$ cat config.mk
export PLATFORM = sky130hd
export DESIGN_NAME = glyph_column_upscaler
export DESIGN_NICKNAME = d
export VERILOG_FILES = /design/src/hdl/gcu_pkg.sv /design/src/hdl/gcu_seq.sv /design/src/hdl/glyph_column_upscaler.sv
export SDC_FILE = /design/constraint.sdc
export NUM_CORES = 1
export LEC_CHECK = 0
export ABC_CLOCK_PERIOD_IN_PS = 2600
export BUFFER_PORTS_ARGS = -buffer_cell sky130_fd_sc_hd__buf_2
export CAP_MARGIN = 0
export CORE_MARGIN = 2
export CORE_UTILIZATION = 50
export CTS_CLUSTER_DIAMETER = 60
export DETAILED_ROUTE_END_ITERATION = 16
export PLACE_DENSITY = 0.81
export SLEW_MARGIN = 40
export SYNTH_ARGS = -nofsm -noshare
export SYNTH_HDL_FRONTEND = slang
export SYNTH_SLANG_ARGS = --single-unit
$ cat constraint.sdc
create_clock -name clk_i -period 2.6 [get_ports clk_i]
set_input_delay 0.13 -clock clk_i [delete_from_list [all_inputs] [get_ports clk_i]]
set_output_delay 0.13 -clock clk_i [all_outputs]
set_load 0.05 [all_outputs]
$ cat src/hdl/gcu_pkg.sv
// Shared constants, types and column scaling function for the glyph column upscaler.
package gcu_pkg;

  localparam int ColumnBytes = 2;
  localparam int ColumnBits  = ColumnBytes * 8;
  localparam int MaxScale    = 4;
  localparam int OutBits     = 64;
  localparam int FactorBits  = 3;
  localparam int GutterBits  = 2;
  localparam int GutCntBits  = 4;
  localparam int CfgIdxBits  = 2;
  localparam int CfgDataBits = 3;

  // Configuration register indexes
  localparam logic [CfgIdxBits-1:0] CFG_SCALE  = 2'd0;
  localparam logic [CfgIdxBits-1:0] CFG_GUTTER = 2'd1;
  localparam logic [CfgIdxBits-1:0] CFG_SMOOTH = 2'd2;

  typedef struct packed {
    logic [OutBits-1:0] column;
    logic               is_gutter;
    logic               last;
  } beat_t;

  // Clamp the raw factor register into 1..MaxScale.
  function automatic logic [FactorBits-1:0] eff_factor(input logic [FactorBits-1:0] raw);
    logic [FactorBits-1:0] f;
    f = raw;
    if (raw == '0) begin
      f = FactorBits'(1);
    end else if (raw > FactorBits'(MaxScale)) begin
      f = FactorBits'(MaxScale);
    end
    return f;
  endfunction

  // Replicate each column bit f times vertically; upper bits stay zero.
  function automatic logic [OutBits-1:0] scale_column(input logic [ColumnBits-1:0] col,
                                                      input logic [FactorBits-1:0] f);
    logic [OutBits-1:0] res;
    res = '0;
    case (f)
      3'd2: begin
        for (int j = 0; j < ColumnBits; j++) res[2*j +: 2] = {2{col[j]}};
      end
      3'd3: begin
        for (int j = 0; j < ColumnBits; j++) res[3*j +: 3] = {3{col[j]}};
      end
      3'd4: begin
        for (int j = 0; j < ColumnBits; j++) res[4*j +: 4] = {4{col[j]}};
      end
      default: begin
        res[ColumnBits-1:0] = col;
      end
    endcase
    return res;
  endfunction

endpackage

$ cat src/hdl/gcu_seq.sv
// Holding slot and beat sequencer: gutter beats first, then the column copies.
module gcu_seq (
  input  logic                                clk_i,
  input  logic                                rst_ni,
  input  logic                                load_i,
  input  logic [gcu_pkg::OutBits-1:0]         first_col_i,
  input  logic [gcu_pkg::OutBits-1:0]         scaled_col_i,
  input  logic [gcu_pkg::GutCntBits-1:0]      gut_cnt_i,
  input  logic [gcu_pkg::FactorBits-1:0]      copies_i,
  input  logic                                take_i,
  output logic                                valid_o,
  output logic                                done_o,
  output gcu_pkg::beat_t                      beat_o
);
  import gcu_pkg::*;

  logic                  valid_q, valid_d;
  logic                  first_q, first_d;
  logic [GutCntBits-1:0] gut_q, gut_d;
  logic [FactorBits-1:0] copy_q, copy_d;
  logic [OutBits-1:0]    first_col_q, scaled_q;

  logic in_gutter;
  logic last_copy;

  assign in_gutter = (gut_q != '0);
  assign last_copy = (copy_q == FactorBits'(1));

  always_comb begin
    beat_o.is_gutter = in_gutter;
    beat_o.last      = !in_gutter && last_copy;
    if (in_gutter) begin
      beat_o.column = '0;
    end else if (first_q) begin
      beat_o.column = first_col_q;
    end else begin
      beat_o.column = scaled_q;
    end
  end

  assign valid_o = valid_q;
  assign done_o  = valid_q && take_i && !in_gutter && last_copy;

  always_comb begin
    valid_d = valid_q;
    first_d = first_q;
    gut_d   = gut_q;
    copy_d  = copy_q;
    if (load_i) begin
      valid_d = 1'b1;
      first_d = 1'b1;
      gut_d   = gut_cnt_i;
      copy_d  = copies_i;
    end else if (valid_q && take_i) begin
      if (in_gutter) begin
        gut_d = gut_q - GutCntBits'(1);
      end else begin
        first_d = 1'b0;
        copy_d  = copy_q - FactorBits'(1);
        if (last_copy) begin
          valid_d = 1'b0;
        end
      end
    end
  end

  always_ff @(posedge clk_i or negedge rst_ni) begin
    if (!rst_ni) begin
      valid_q <= 1'b0;
      first_q <= 1'b0;
      gut_q   <= '0;
      copy_q  <= '0;
    end else begin
      valid_q <= valid_d;
      first_q <= first_d;
      gut_q   <= gut_d;
      copy_q  <= copy_d;
    end
  end

  // Payload: load with the item
  always_ff @(posedge clk_i) begin
    if (load_i) begin
      first_col_q <= first_col_i;
      scaled_q    <= scaled_col_i;
    end
  end

endmodule

$ cat src/hdl/glyph_column_upscaler.sv
// Top level of the glyph column upscaler: config, column scaling and output register.
//
// Each accepted 16-pixel font column is scaled by the clamped factor f (1..4): every pixel
// is repeated f times down the column, giving 16*f used bits of column_out_o with the rest
// zero, and the column is sent f times across. With smoothing on, the first copy is ORed
// with the previous unsmoothed scaled column; that history is cleared by glyph_start_i.
// An item with gutter_before_i set is preceded by gutter_columns*f blank beats flagged
// is_gutter_o. last_out_o marks the final beat of each item. An item produces f output
// beats, plus gutter_columns*f blank beats when gutter_before_i is set, one per cycle while
// out_ready_i is high. Scaling is done at accept time into a one-item holding slot, and
// the next item is taken in the same cycle that the last beat of the held one moves to
// the output register, so items flow back to back with no bubble. Configuration writes
// are registered; index 3 is ignored.
module glyph_column_upscaler (
  input  logic                                 clk_i,
  input  logic                                 rst_ni,
  // configuration write port
  input  logic                                 cfg_we_i,
  input  logic [gcu_pkg::CfgIdxBits-1:0]       cfg_idx_i,
  input  logic [gcu_pkg::CfgDataBits-1:0]      cfg_data_i,
  // input channel
  input  logic                                 in_valid_i,
  output logic                                 in_ready_o,
  input  logic [gcu_pkg::ColumnBits-1:0]       column_in_i,
  input  logic                                 glyph_start_i,
  input  logic                                 gutter_before_i,
  // output channel
  output logic                                 out_valid_o,
  input  logic                                 out_ready_i,
  output logic [gcu_pkg::OutBits-1:0]          column_out_o,
  output logic                                 is_gutter_o,
  output logic                                 last_out_o
);
  import gcu_pkg::*;

  // Configuration registers
  logic [FactorBits-1:0] scale_q;
  logic [GutterBits-1:0] gutter_q;
  logic                  smooth_q;

  always_ff @(posedge clk_i or negedge rst_ni) begin
    if (!rst_ni) begin
      scale_q  <= FactorBits'(1);
      gutter_q <= GutterBits'(1);
      smooth_q <= 1'b0;
    end else if (cfg_we_i) begin
      case (cfg_idx_i)
        CFG_SCALE:  scale_q  <= cfg_data_i;
        CFG_GUTTER: gutter_q <= cfg_data_i[GutterBits-1:0];
        CFG_SMOOTH: smooth_q <= cfg_data_i[0];
        default:    ;
      endcase
    end
  end

  // Scale the incoming column at accept time
  logic [FactorBits-1:0] factor;
  logic [OutBits-1:0]    scaled;
  logic [OutBits-1:0]    history;
  logic [OutBits-1:0]    first_col;
  logic [GutCntBits-1:0] gut_cnt;
  logic [OutBits-1:0]    prev_q;
  logic                  in_fire;

  assign factor    = eff_factor(scale_q);
  assign scaled    = scale_column(column_in_i, factor);
  assign history   = glyph_start_i ? '0 : prev_q;
  assign first_col = smooth_q ? (scaled | history) : scaled;
  assign gut_cnt   = gutter_before_i
                   ? (GutCntBits'({2'b00, gutter_q}) * GutCntBits'({1'b0, factor}))
                   : '0;
  assign in_fire   = in_valid_i && in_ready_o;

  // History of the last unsmoothed glyph column
  always_ff @(posedge clk_i or negedge rst_ni) begin
    if (!rst_ni) begin
      prev_q <= '0;
    end else if (in_fire) begin
      prev_q <= scaled;
    end
  end

  // Holding slot and beat sequencer
  logic  seq_valid;
  logic  seq_done;
  logic  out_free;
  beat_t beat;

  assign out_free   = !out_valid_o || out_ready_i;
  assign in_ready_o = !seq_valid || seq_done;

  gcu_seq u_seq (
    .clk_i        (clk_i),
    .rst_ni       (rst_ni),
    .load_i       (in_fire),
    .first_col_i  (first_col),
    .scaled_col_i (scaled),
    .gut_cnt_i    (gut_cnt),
    .copies_i     (factor),
    .take_i       (out_free),
    .valid_o      (seq_valid),
    .done_o       (seq_done),
    .beat_o       (beat)
  );

  // Output register: advance a beat whenever the slot downstream is free
  logic  out_valid_q;
  beat_t out_q;

  always_ff @(posedge clk_i or negedge rst_ni) begin
    if (!rst_ni) begin
      out_valid_q <= 1'b0;
    end else if (out_free) begin
      out_valid_q <= seq_valid;
    end
  end

  always_ff @(posedge clk_i) begin
    if (out_free && seq_valid) begin
      out_q <= beat;
    end
  end

  assign out_valid_o  = out_valid_q;
  assign column_out_o = out_q.column;
  assign is_gutter_o  = out_q.is_gutter;
  assign last_out_o   = out_q.last;

  // A new item only enters while the held one hands over its last beat
  a_accept_on_handover: assert property (@(posedge clk_i) disable iff (!rst_ni)
    (in_fire && seq_valid) |-> seq_done)
    else $error("item accepted while held item still has beats");

  // An accepted item is held on the next cycle
  a_accept_holds: assert property (@(posedge clk_i) disable iff (!rst_ni)
    in_fire |=> seq_valid)
    else $error("accepted item not held");

  // Gutter beats are blank and never close an item
  a_gutter_blank: assert property (@(posedge clk_i) disable iff (!rst_ni)
    (out_valid_o && is_gutter_o) |-> (column_out_o == '0 && !last_out_o))
    else $error("gutter beat not blank or marked last");

  // Upper bits stay clear at factor one
  a_upper_zero: assert property (@(posedge clk_i) disable iff (!rst_ni)
    (out_valid_o && factor == FactorBits'(1)) |-> (column_out_o[OutBits-1:ColumnBits] == '0))
    else $error("bits above the scaled column set");

endmodule
==> flow_summary.ini, run 1 <==
[run_status]
status = complete, no violations

[placement]
port_buffers = 95
dp_hpwl_um = 9640
gp_congestion = 0.875
dp.cells = 794

[synthesis]
ys_ff_latch = 170
ys_top_cells_by_area = edfxtp_1, dfrtp_1, mux2i_1, mux2_1, a21o_1
synth_cell_type_count = 49
synth_area_leader_cell = edfxtp_1
synth_cells = 552
yosys_most_used_dff = edfxtp_1
yosysWarningCount = 0
syn_avg_cell_area_um2 = 13.7
async_reset_ff_share_pct = 31.8
synth_edf_count = 116
synth_nets = 585
seq_area_frac_synth_pct = 64.0
syn_area_um2 = 7550
synth_top_area_share_pct = 46.1

[detailed_routing]
wl_per_cell_um = 17.1
antenna_left = 0
wl_um = 14300
drt-pass1-iter-count = 5
routed_via_density = 5.52
route.detailed.drc = 0
vias = 4590
drt-initial-drc-count = 298

[clock_network]
cts_buffer_depth = 2
clk_pin_slew_worst_paths_ps = 60
clock-sinks = 170
numCtsBuffers = 17
cts-root-buf = clkbuf_16
post_cts.repair.setup_buffers = 0
cts_tree = built
htreeDepth = 4
clock_latency_ps = 430

[worst_hold_path]
hp-class = in2reg
min_from = cfg_we_i
min_path_cells = 3
holdPathEnd = smooth_q$_DFFE_PN0P_

[sta]
fmax_mhz = 433
rsz0062_at_grt = false
hold_ws_ps = 65.8
clock_skew_ps = 10.4
slew-limit-headroom_pct = 54.9
finalCritPeriodShare_pct = 88.9
slew_violations = 0
worstMarginPinSlew_ps = 676
period_needed_ps = 2310
tns_ps = 0
hold_viol = 0
setup_viol = 0

[final_layout]
area_growth_pct = 16.2
num_antenna_cells = 0
layout_common_cells = edfxtp_1, buf_2, dfrtp_1, mux2i_1, nor2_1
mostFrequentLayoutCell = edfxtp_1
stdcell_count = 832
final_nets = 668
drive_above_1_share_pct = 24.4

[pwr]
p_leak_uw = 0.00388
power_uw = 8240
cellPowerDensity_nw_per_um2 = 939
ir_drop_uv = 446

[critical_path]
cp_max_fo = 30
endpoint_kind = register
startpoint_type = register
rr_worst_depth = 7
required_ps = 2900
r2r_setup_slack_ps = 290
critPathKind = reg2reg
worst_r2r_startpoint = u_seq.gut_q[0]$_DFFE_PN0P_
critPathArrivalTime_ps = 2610
reg2reg_to = prev_q[32]$_DFFE_PN0P_

[global_route]
grt_overflow = 0
grt_pass1_wl_um = 23100
grt_max_degree = 40
grt_pass1_vias = 4581
track_usage_pct = 18.8
antenna_found_initial = 0

[floorplanning]
rows = 44
ioPinCount = 96
die_h_um = 127
die_x_um = 127
start_util_pct = 51.6
dieArea_um2 = 16100
core-area_um2 = 14600

[run]
maxCapViolations = 0
## worst max-delay path, stage by stage (launching register included)
cell and delay [ps]:
dfrtp_1 390, inv_1 100, ha_1 210, nor4bb_2 410, a31oi_4 200, inv_4 260
buf_12 230, mux2_1 350
## stage by stage
step	util, %	setup WS, ps	cell area, um^2
after global placement	55.6	426	8140
after CTS	59.9	280	8780
after floorplan	-	293	7550
after detailed placement	55.6	313	8140
after global routing	59.9	110	8780
final	59.9	290	8780
## registers in the layout, summed over array words and instances (netlist names)
name               cells
column_out_o          38
gutter_q               2
is_gutter_o            1
last_out_o             1
out_valid_o            1
prev_q                38
scale_q                3
smooth_q               1
u_seq.copy_q           3
u_seq.first_col_q     38
u_seq.first_q          1
u_seq.gut_q            4
u_seq.scaled_q        38
u_seq.valid_o          1
## power breakdown
| part | switching, uW | total, uW | internal (uW) | leakage [uW] |
|---|---|---|---|---|
| Sequential | 332 | 3750 | 3420 | 0.00177 |
| Combinational | 1200 | 2020 | 815 | 0.00183 |
| Clock | 948 | 2470 | 1530 | 0.000285 |
## cell type report
cell class / count / area (um^2)
Inverter: 11 / 43.8
Multi-Input combinational cell: 318 / 2340
Clock inverter: 9 / 123
Sequential cell: 170 / 4840
Timing Repair Buffer: 117 / 743
Tap cell: 184 / 230
Clock buffer: 23 / 458
Fill cell: 1103 / 5870
## cell usage after synthesis, types with 8 or more instances
master    instances
and2_1            8
nand2_1          36
nor2_1           46
dfrtp_1          52
a21o_1           44
inv_1             8
clkbuf_1         14
mux2_1           39
a21oi_1          11
mux2i_1          50
o21ai_1          17
edfxtp_1        116
buf_4            26
## kinds of logic (layout without fill, tap and decap cells)
group	Yosys count	count (layout)	synth area share [%]
simple gates	121	121	7.59
buf+inv	64	160	5.02
mux	95	95	13.3
fa+ha+maj	5	5	0.928
compound gates	94	94	8.75
xor+xnor	3	3	0.348
flops	170	170	64.0
## worst max path at each step
stage,startpoint,endpoint,slack (ps),cells after the start
final,u_seq.gut_q[0]$_DFFE_PN0P_,prev_q[32]$_DFFE_PN0P_,290,7
after CTS,u_seq.gut_q[0]$_DFFE_PN0P_,in_ready_o,280,6
after detailed placement,u_seq.gut_q[0]$_DFFE_PN0P_,prev_q[26]$_DFFE_PN0P_,310,7
after floorplan,out_valid_o$_DFFE_PN0N_,column_out_o[0]$_SDFFCE_PN0P_,290,2
after global placement,u_seq.gut_q[0]$_DFFE_PN0P_,u_seq.scaled_q[35]$_DFFE_PP_,430,7
after global routing,u_seq.gut_q[0]$_DFFE_PN0P_,in_ready_o,110,6
## routing by layer
layer / up-vias / global-route usage (%) / share of wire [%]
met5: - / 0 / 0
met4: 0 / 8.34 / 1.8
met3: 25 / 4.81 / 5.6
met2: 154 / 30.9 / 51
met1: 2273 / 23.6 / 42
li1: 2138 / - / -
## what timing repair did
action,4_1_cts,5_1_grt
hold buffers,6,0
gates resized for setup,0,0
endpoints found under the hold margin,26,0
(Power assumes the default switching activity.)
==> inputs of run 2 (changes only) <==
Settings changed: RECOVER_POWER from default to 25.
==> flow_summary.ini, run 2 (synthesized netlist as in run 1, its figures left out) <==
[critical_path]
crit_start = u_seq.gut_q[0]$_DFFE_PN0P_
slowest_stage = nor4bb_2
crit_chain = inv_1 > ha_1 > nor4bb_2 > a31oi_4 > inv_4 > buf_12 > mux2_1
critPathArrivalTime_ps = 2620
critPathKind = reg2reg
max_stage_delay_ps = 410
worst_r2r_startpoint = u_seq.gut_q[0]$_DFFE_PN0P_
endpoint_kind = register
required_ps = 2900
cp_max_fo = 30
startpoint_type = register

[floorplanning]
start_util_pct = 51.6
die_h_um = 127
die_x_um = 127
dieArea_um2 = 16100
rows = 44
core-area_um2 = 14600
ioPinCount = 96

[sta]
slew_violations = 0
rsz0062_at_grt = false
setup_viol = 0
clock_skew_ps = 9.17
worstMarginPinSlew_ps = 1130
fmax_mhz = 432
slew-limit-headroom_pct = 25.0
tns_ps = 0
period_needed_ps = 2320
finalCritPeriodShare_pct = 89.1
hold_viol = 0

[detailed_routing]
routed_via_density = 5.49
wl_um = 14300
route.detailed.drc = 0
drt-initial-drc-count = 284
drt-pass1-iter-count = 5
antenna_left = 0
wl_per_cell_um = 17.2
vias = 4571

[final_layout]
seqCellArea_um2 = 4840
multi_input_area_um2 = 2340
num_antenna_cells = 0
layout_common_cells = edfxtp_1, buf_2, dfrtp_1, mux2i_1, clkbuf_1
final_nets = 668
stdcell_count = 832
drive_above_1_share_pct = 17.6
area_growth_pct = 15.3
mostFrequentLayoutCell = edfxtp_1
fillCellCount = 1129

[clock_network]
clock_latency_ps = 430
htreeDepth = 4
cts_buffer_depth = 2
clk_pin_slew_worst_paths_ps = 60
cts-root-buf = clkbuf_16
numCtsBuffers = 17
cts_tree = built
clock-sinks = 170

[pwr]
p_int_uw = 5740
p_comb_share_pct = 24.2
sw_frac_of_total_pct = 30.2
p_leak_uw = 0.00374
power_uw = 8220
switchingPower_uw = 2480
ir_drop_uv = 448
cellPowerDensity_nw_per_um2 = 944
clkPwrFrac_pct = 30.1
pwr-share-seq_pct = 45.7

[placement]
port_buffers = 95
dp_hpwl_um = 9640
dp.cells = 794
gp_congestion = 0.875

[worst_hold_path]
min_from = cfg_idx_i[1]
hp-class = in2reg

[global_route]
antenna_found_initial = 0
track_usage_pct = 18.8
grt_pass1_wl_um = 23100
grt_pass1_vias = 4581
grt_max_degree = 40
grt_overflow = 0

[run]
maxCapViolations = 0

[run_status]
status = complete, no violations
-- run 2: per-layer routing --
| layer | part of all wire [%] | global-route usage [%] | up-vias | wire length [um] |
|---|---|---|---|---|
| li1 | - | - | 2134 | - |
| met1 | 42 | 23.6 | 2261 | 6050 |
| met2 | 50 | 30.9 | 150 | 7180 |
| met3 | 5.6 | 4.81 | 26 | 802 |
| met4 | 2.0 | 8.34 | 0 | 291 |
| met5 | 0 | 0 | - | 0 |
-- run 2: path summary, 6_finish.rpt --
kind / end / slack, ps / cells past startpoint
setup / recovery: prev_q[55]$_DFFE_PN0P_ / 280 / 7
hold reg to reg: prev_q[17]$_DFFE_PN0P_ / 490 / 1
min in group asynchronous: u_seq.valid_o$_DFFE_PN0P_ / 450 / 2
hold / removal: smooth_q$_DFFE_PN0P_ / 60 / 3
max in group asynchronous: u_seq.first_q$_DFFE_PN0P_ / 680 / 3
setup reg to reg: prev_q[55]$_DFFE_PN0P_ / 280 / 7
-- run 2: power groups by stage --
stage / clock, uW / sequential (uW) / combinational (uW)
6_report: 2470 / 3760 / 1990
5_1_grt: 2630 / 3810 / 2160
2_1_floorplan: 0 / 3860 / 1430
3_3_place_gp: 0 / 3760 / 1910
3_5_place_dp: 0 / 3800 / 2000
4_1_cts: 2520 / 3750 / 2020
-- run 2: timing repair --
action | 4_1_cts | 5_1_grt
resized for setup | 0 | 0
setup buffers | 0 | 0
setup endpoints to repair | 0 | 0
hold buffers | 6 | 0
hold endpoints to repair | 26 | 0
-- run 2: area by class of cell --
class                   instances  share of cell area, %
flip-flops and latches        170                   55.6
clock buffers                  23                   5.26
multi-input cells             318                   26.9
inverters                      11                  0.503
clock inverters                 9                   1.41
repair buffers                117                   7.76
well taps                     184                   2.64
-- run 2: stage by stage --
step / setup slack [ps] / util [%] / cell area (um^2) / hold slack, ps
2_1_floorplan: 293 / - / 7550 / -166
3_3_place_gp: 426 / 55.6 / 8140 / 117
3_5_place_dp: 313 / 55.6 / 8140 / 123
4_1_cts: 280 / 59.9 / 8780 / 54.7
5_1_grt: 110 / 59.5 / 8710 / 74.1
6_report: 284 / 59.5 / 8710 / 59.7
-- run 2: worst max-delay path: cells and delay by family (launching register included) --
kind | cells | cell delay (ps)
adder cells (fa/ha/maj) | 1 | 210
multiplexers | 1 | 350
AO/OA/AOI/OAI | 1 | 200
flip-flops | 1 | 390
buffers and inverters | 3 | 600
AND/OR/NAND/NOR | 1 | 410
==> inputs of run 3 (changes only) <==
Settings changed: SETUP_SLACK_MARGIN from default to 0.4.
==> flow_summary.ini, run 3 (synthesized netlist as in run 1, its figures left out) <==
[sta]
worst_slack_ps = 241
worstMarginPinSlew_ps = 1330
finalCritPeriodShare_pct = 90.7
setup_viol = 0
period_needed_ps = 2360
slew_violations = 0
hold_viol = 0
tns_ps = 0
rsz0062_at_grt = true
slew-limit-headroom_pct = 11.6
fmax_mhz = 424
clock_skew_ps = 7.14

[final_layout]
num_antenna_cells = 0
final_nets = 684
fillCellCount = 1124
multi_input_area_um2 = 2380
fin_util_pct = 60.6
mostFrequentLayoutCell = edfxtp_1
area_growth_pct = 17.4
seqCellArea_um2 = 4840
drive_above_1_share_pct = 18.7
layout_common_cells = edfxtp_1, clkbuf_1, dfrtp_1, mux2i_1, nor2_1

[pwr]
cellPowerDensity_nw_per_um2 = 942
ir_drop_uv = 529
p_leak_uw = 0.00380

[clock_network]
clock-sinks = 170
cts_buffer_depth = 2
numCtsBuffers = 17
clock_latency_ps = 430
cts-root-buf = clkbuf_16
htreeDepth = 4
cts_tree = built
clk_pin_slew_worst_paths_ps = 60

[global_route]
track_usage_pct = 19.1
antenna_found_initial = 0
grt_pass1_vias = 4747
grt_overflow = 0
grt_pass1_wl_um = 23700
grt_max_degree = 40

[detailed_routing]
wl_um = 15200
antenna_left = 0
drt-pass1-iter-count = 5
drt-initial-drc-count = 354
route.detailed.drc = 0
routed_via_density = 5.51
wl_per_cell_um = 17.9
vias = 4670

[floorplanning]
rows = 44
die_x_um = 127
dieArea_um2 = 16100
core-area_um2 = 14600
start_util_pct = 51.6
ioPinCount = 96
die_h_um = 127

[critical_path]
crit_chain = a21oi_2 > and2_1 > ha_1 > fa_1 > a21boi_0 > o21ai_0 > a32oi_1 > o32a_1
startpoint_type = register
r2r_setup_slack_ps = 240
cp_max_fo = 11
max_stage_delay_ps = 560
endpoint_kind = register
slowest_stage = dfrtp_1
critPathKind = reg2reg
worst_path_dominant_cell_family = compound AO/OA/AOI/OAI gates
required_ps = 2910
critPathArrivalTime_ps = 2670
cp.buffers_inverters = 0

[placement]
pre_cts_slack_ps = 294
port_buffers = 95
gp_congestion = 0.878
dp_hpwl_um = 9760

[run]
maxCapViolations = 0

[run_status]
status = complete, no violations

[worst_hold_path]
hp-class = in2reg
[run 3: final timing paths]
path	from	end	cells past startpoint
max	scale_q[1]$_DFFE_PN0P_	u_seq.gut_q[3]$_DFFE_PN0P_	8
min	cfg_idx_i[0]	scale_q[1]$_DFFE_PN0P_	3
max reg2reg	scale_q[1]$_DFFE_PN0P_	u_seq.gut_q[3]$_DFFE_PN0P_	8
min reg2reg	prev_q[17]$_DFFE_PN0P_	prev_q[17]$_DFFE_PN0P_	1
max in group asynchronous	rst_ni	scale_q[0]$_DFFE_PN1P_	3
min in group asynchronous	rst_ni	gutter_q[1]$_DFFE_PN0P_	2
[run 3: per-stage QoR]
step	area, um^2	power [uW]	hold slack [ps]	std cells
2_1_floorplan	7570	5300	-166	552
5_1_grt	8870	8740	75.9	848
6_report	8870	8360	86.4	848
3_3_place_gp	8110	5680	137	796
4_1_cts	8780	8300	59.8	835
3_5_place_dp	8110	5790	146	796
[run 3: layer usage]
layer  wire length [um]  track usage (%)  part of all wire (%)  vias to the layer above
met4                347             8.14                   2.3                        0
met2               7660             32.2                    50                      186
met3                917             4.51                   6.0                       26
met5                  0                0                     0                        -
li1                   -                -                     -                     2166
met1               6260             23.9                    41                     2292
[run 3: worst reg2reg max path: stages, from the launching register on]
cell	delay, ps
dfrtp_1	560
a21oi_2	150
and2_1	200
ha_1	210
fa_1	390
a21boi_0	150
o21ai_0	250
a32oi_1	130
o32a_1	210
[run 3: layout make-up]
type | count | share of cell area, %
Sequential cell | 170 | 54.5
Multi-Input combinational cell | 318 | 26.8
Timing Repair Buffer | 133 | 8.87
Clock buffer | 18 | 4.84
Tap cell | 184 | 2.60
Clock inverter | 14 | 1.75
Inverter | 11 | 0.550
[run 3: timing repair]
item | CTS | global route
hold buffers | 6 | 0
pin swaps | 0 | 2
hold endpoints to repair | 29 | 0
setup endpoints to repair | 35 | 69
gates cloned | 0 | 1
setup buffers | 1 | 12
resized for setup | 5 | 11
[run 3: power breakdown]
part           switching (uW)  internal [uW]
sequential                287           3420
combinational            1300            855
clock                     997           1490
total                    2580           5770
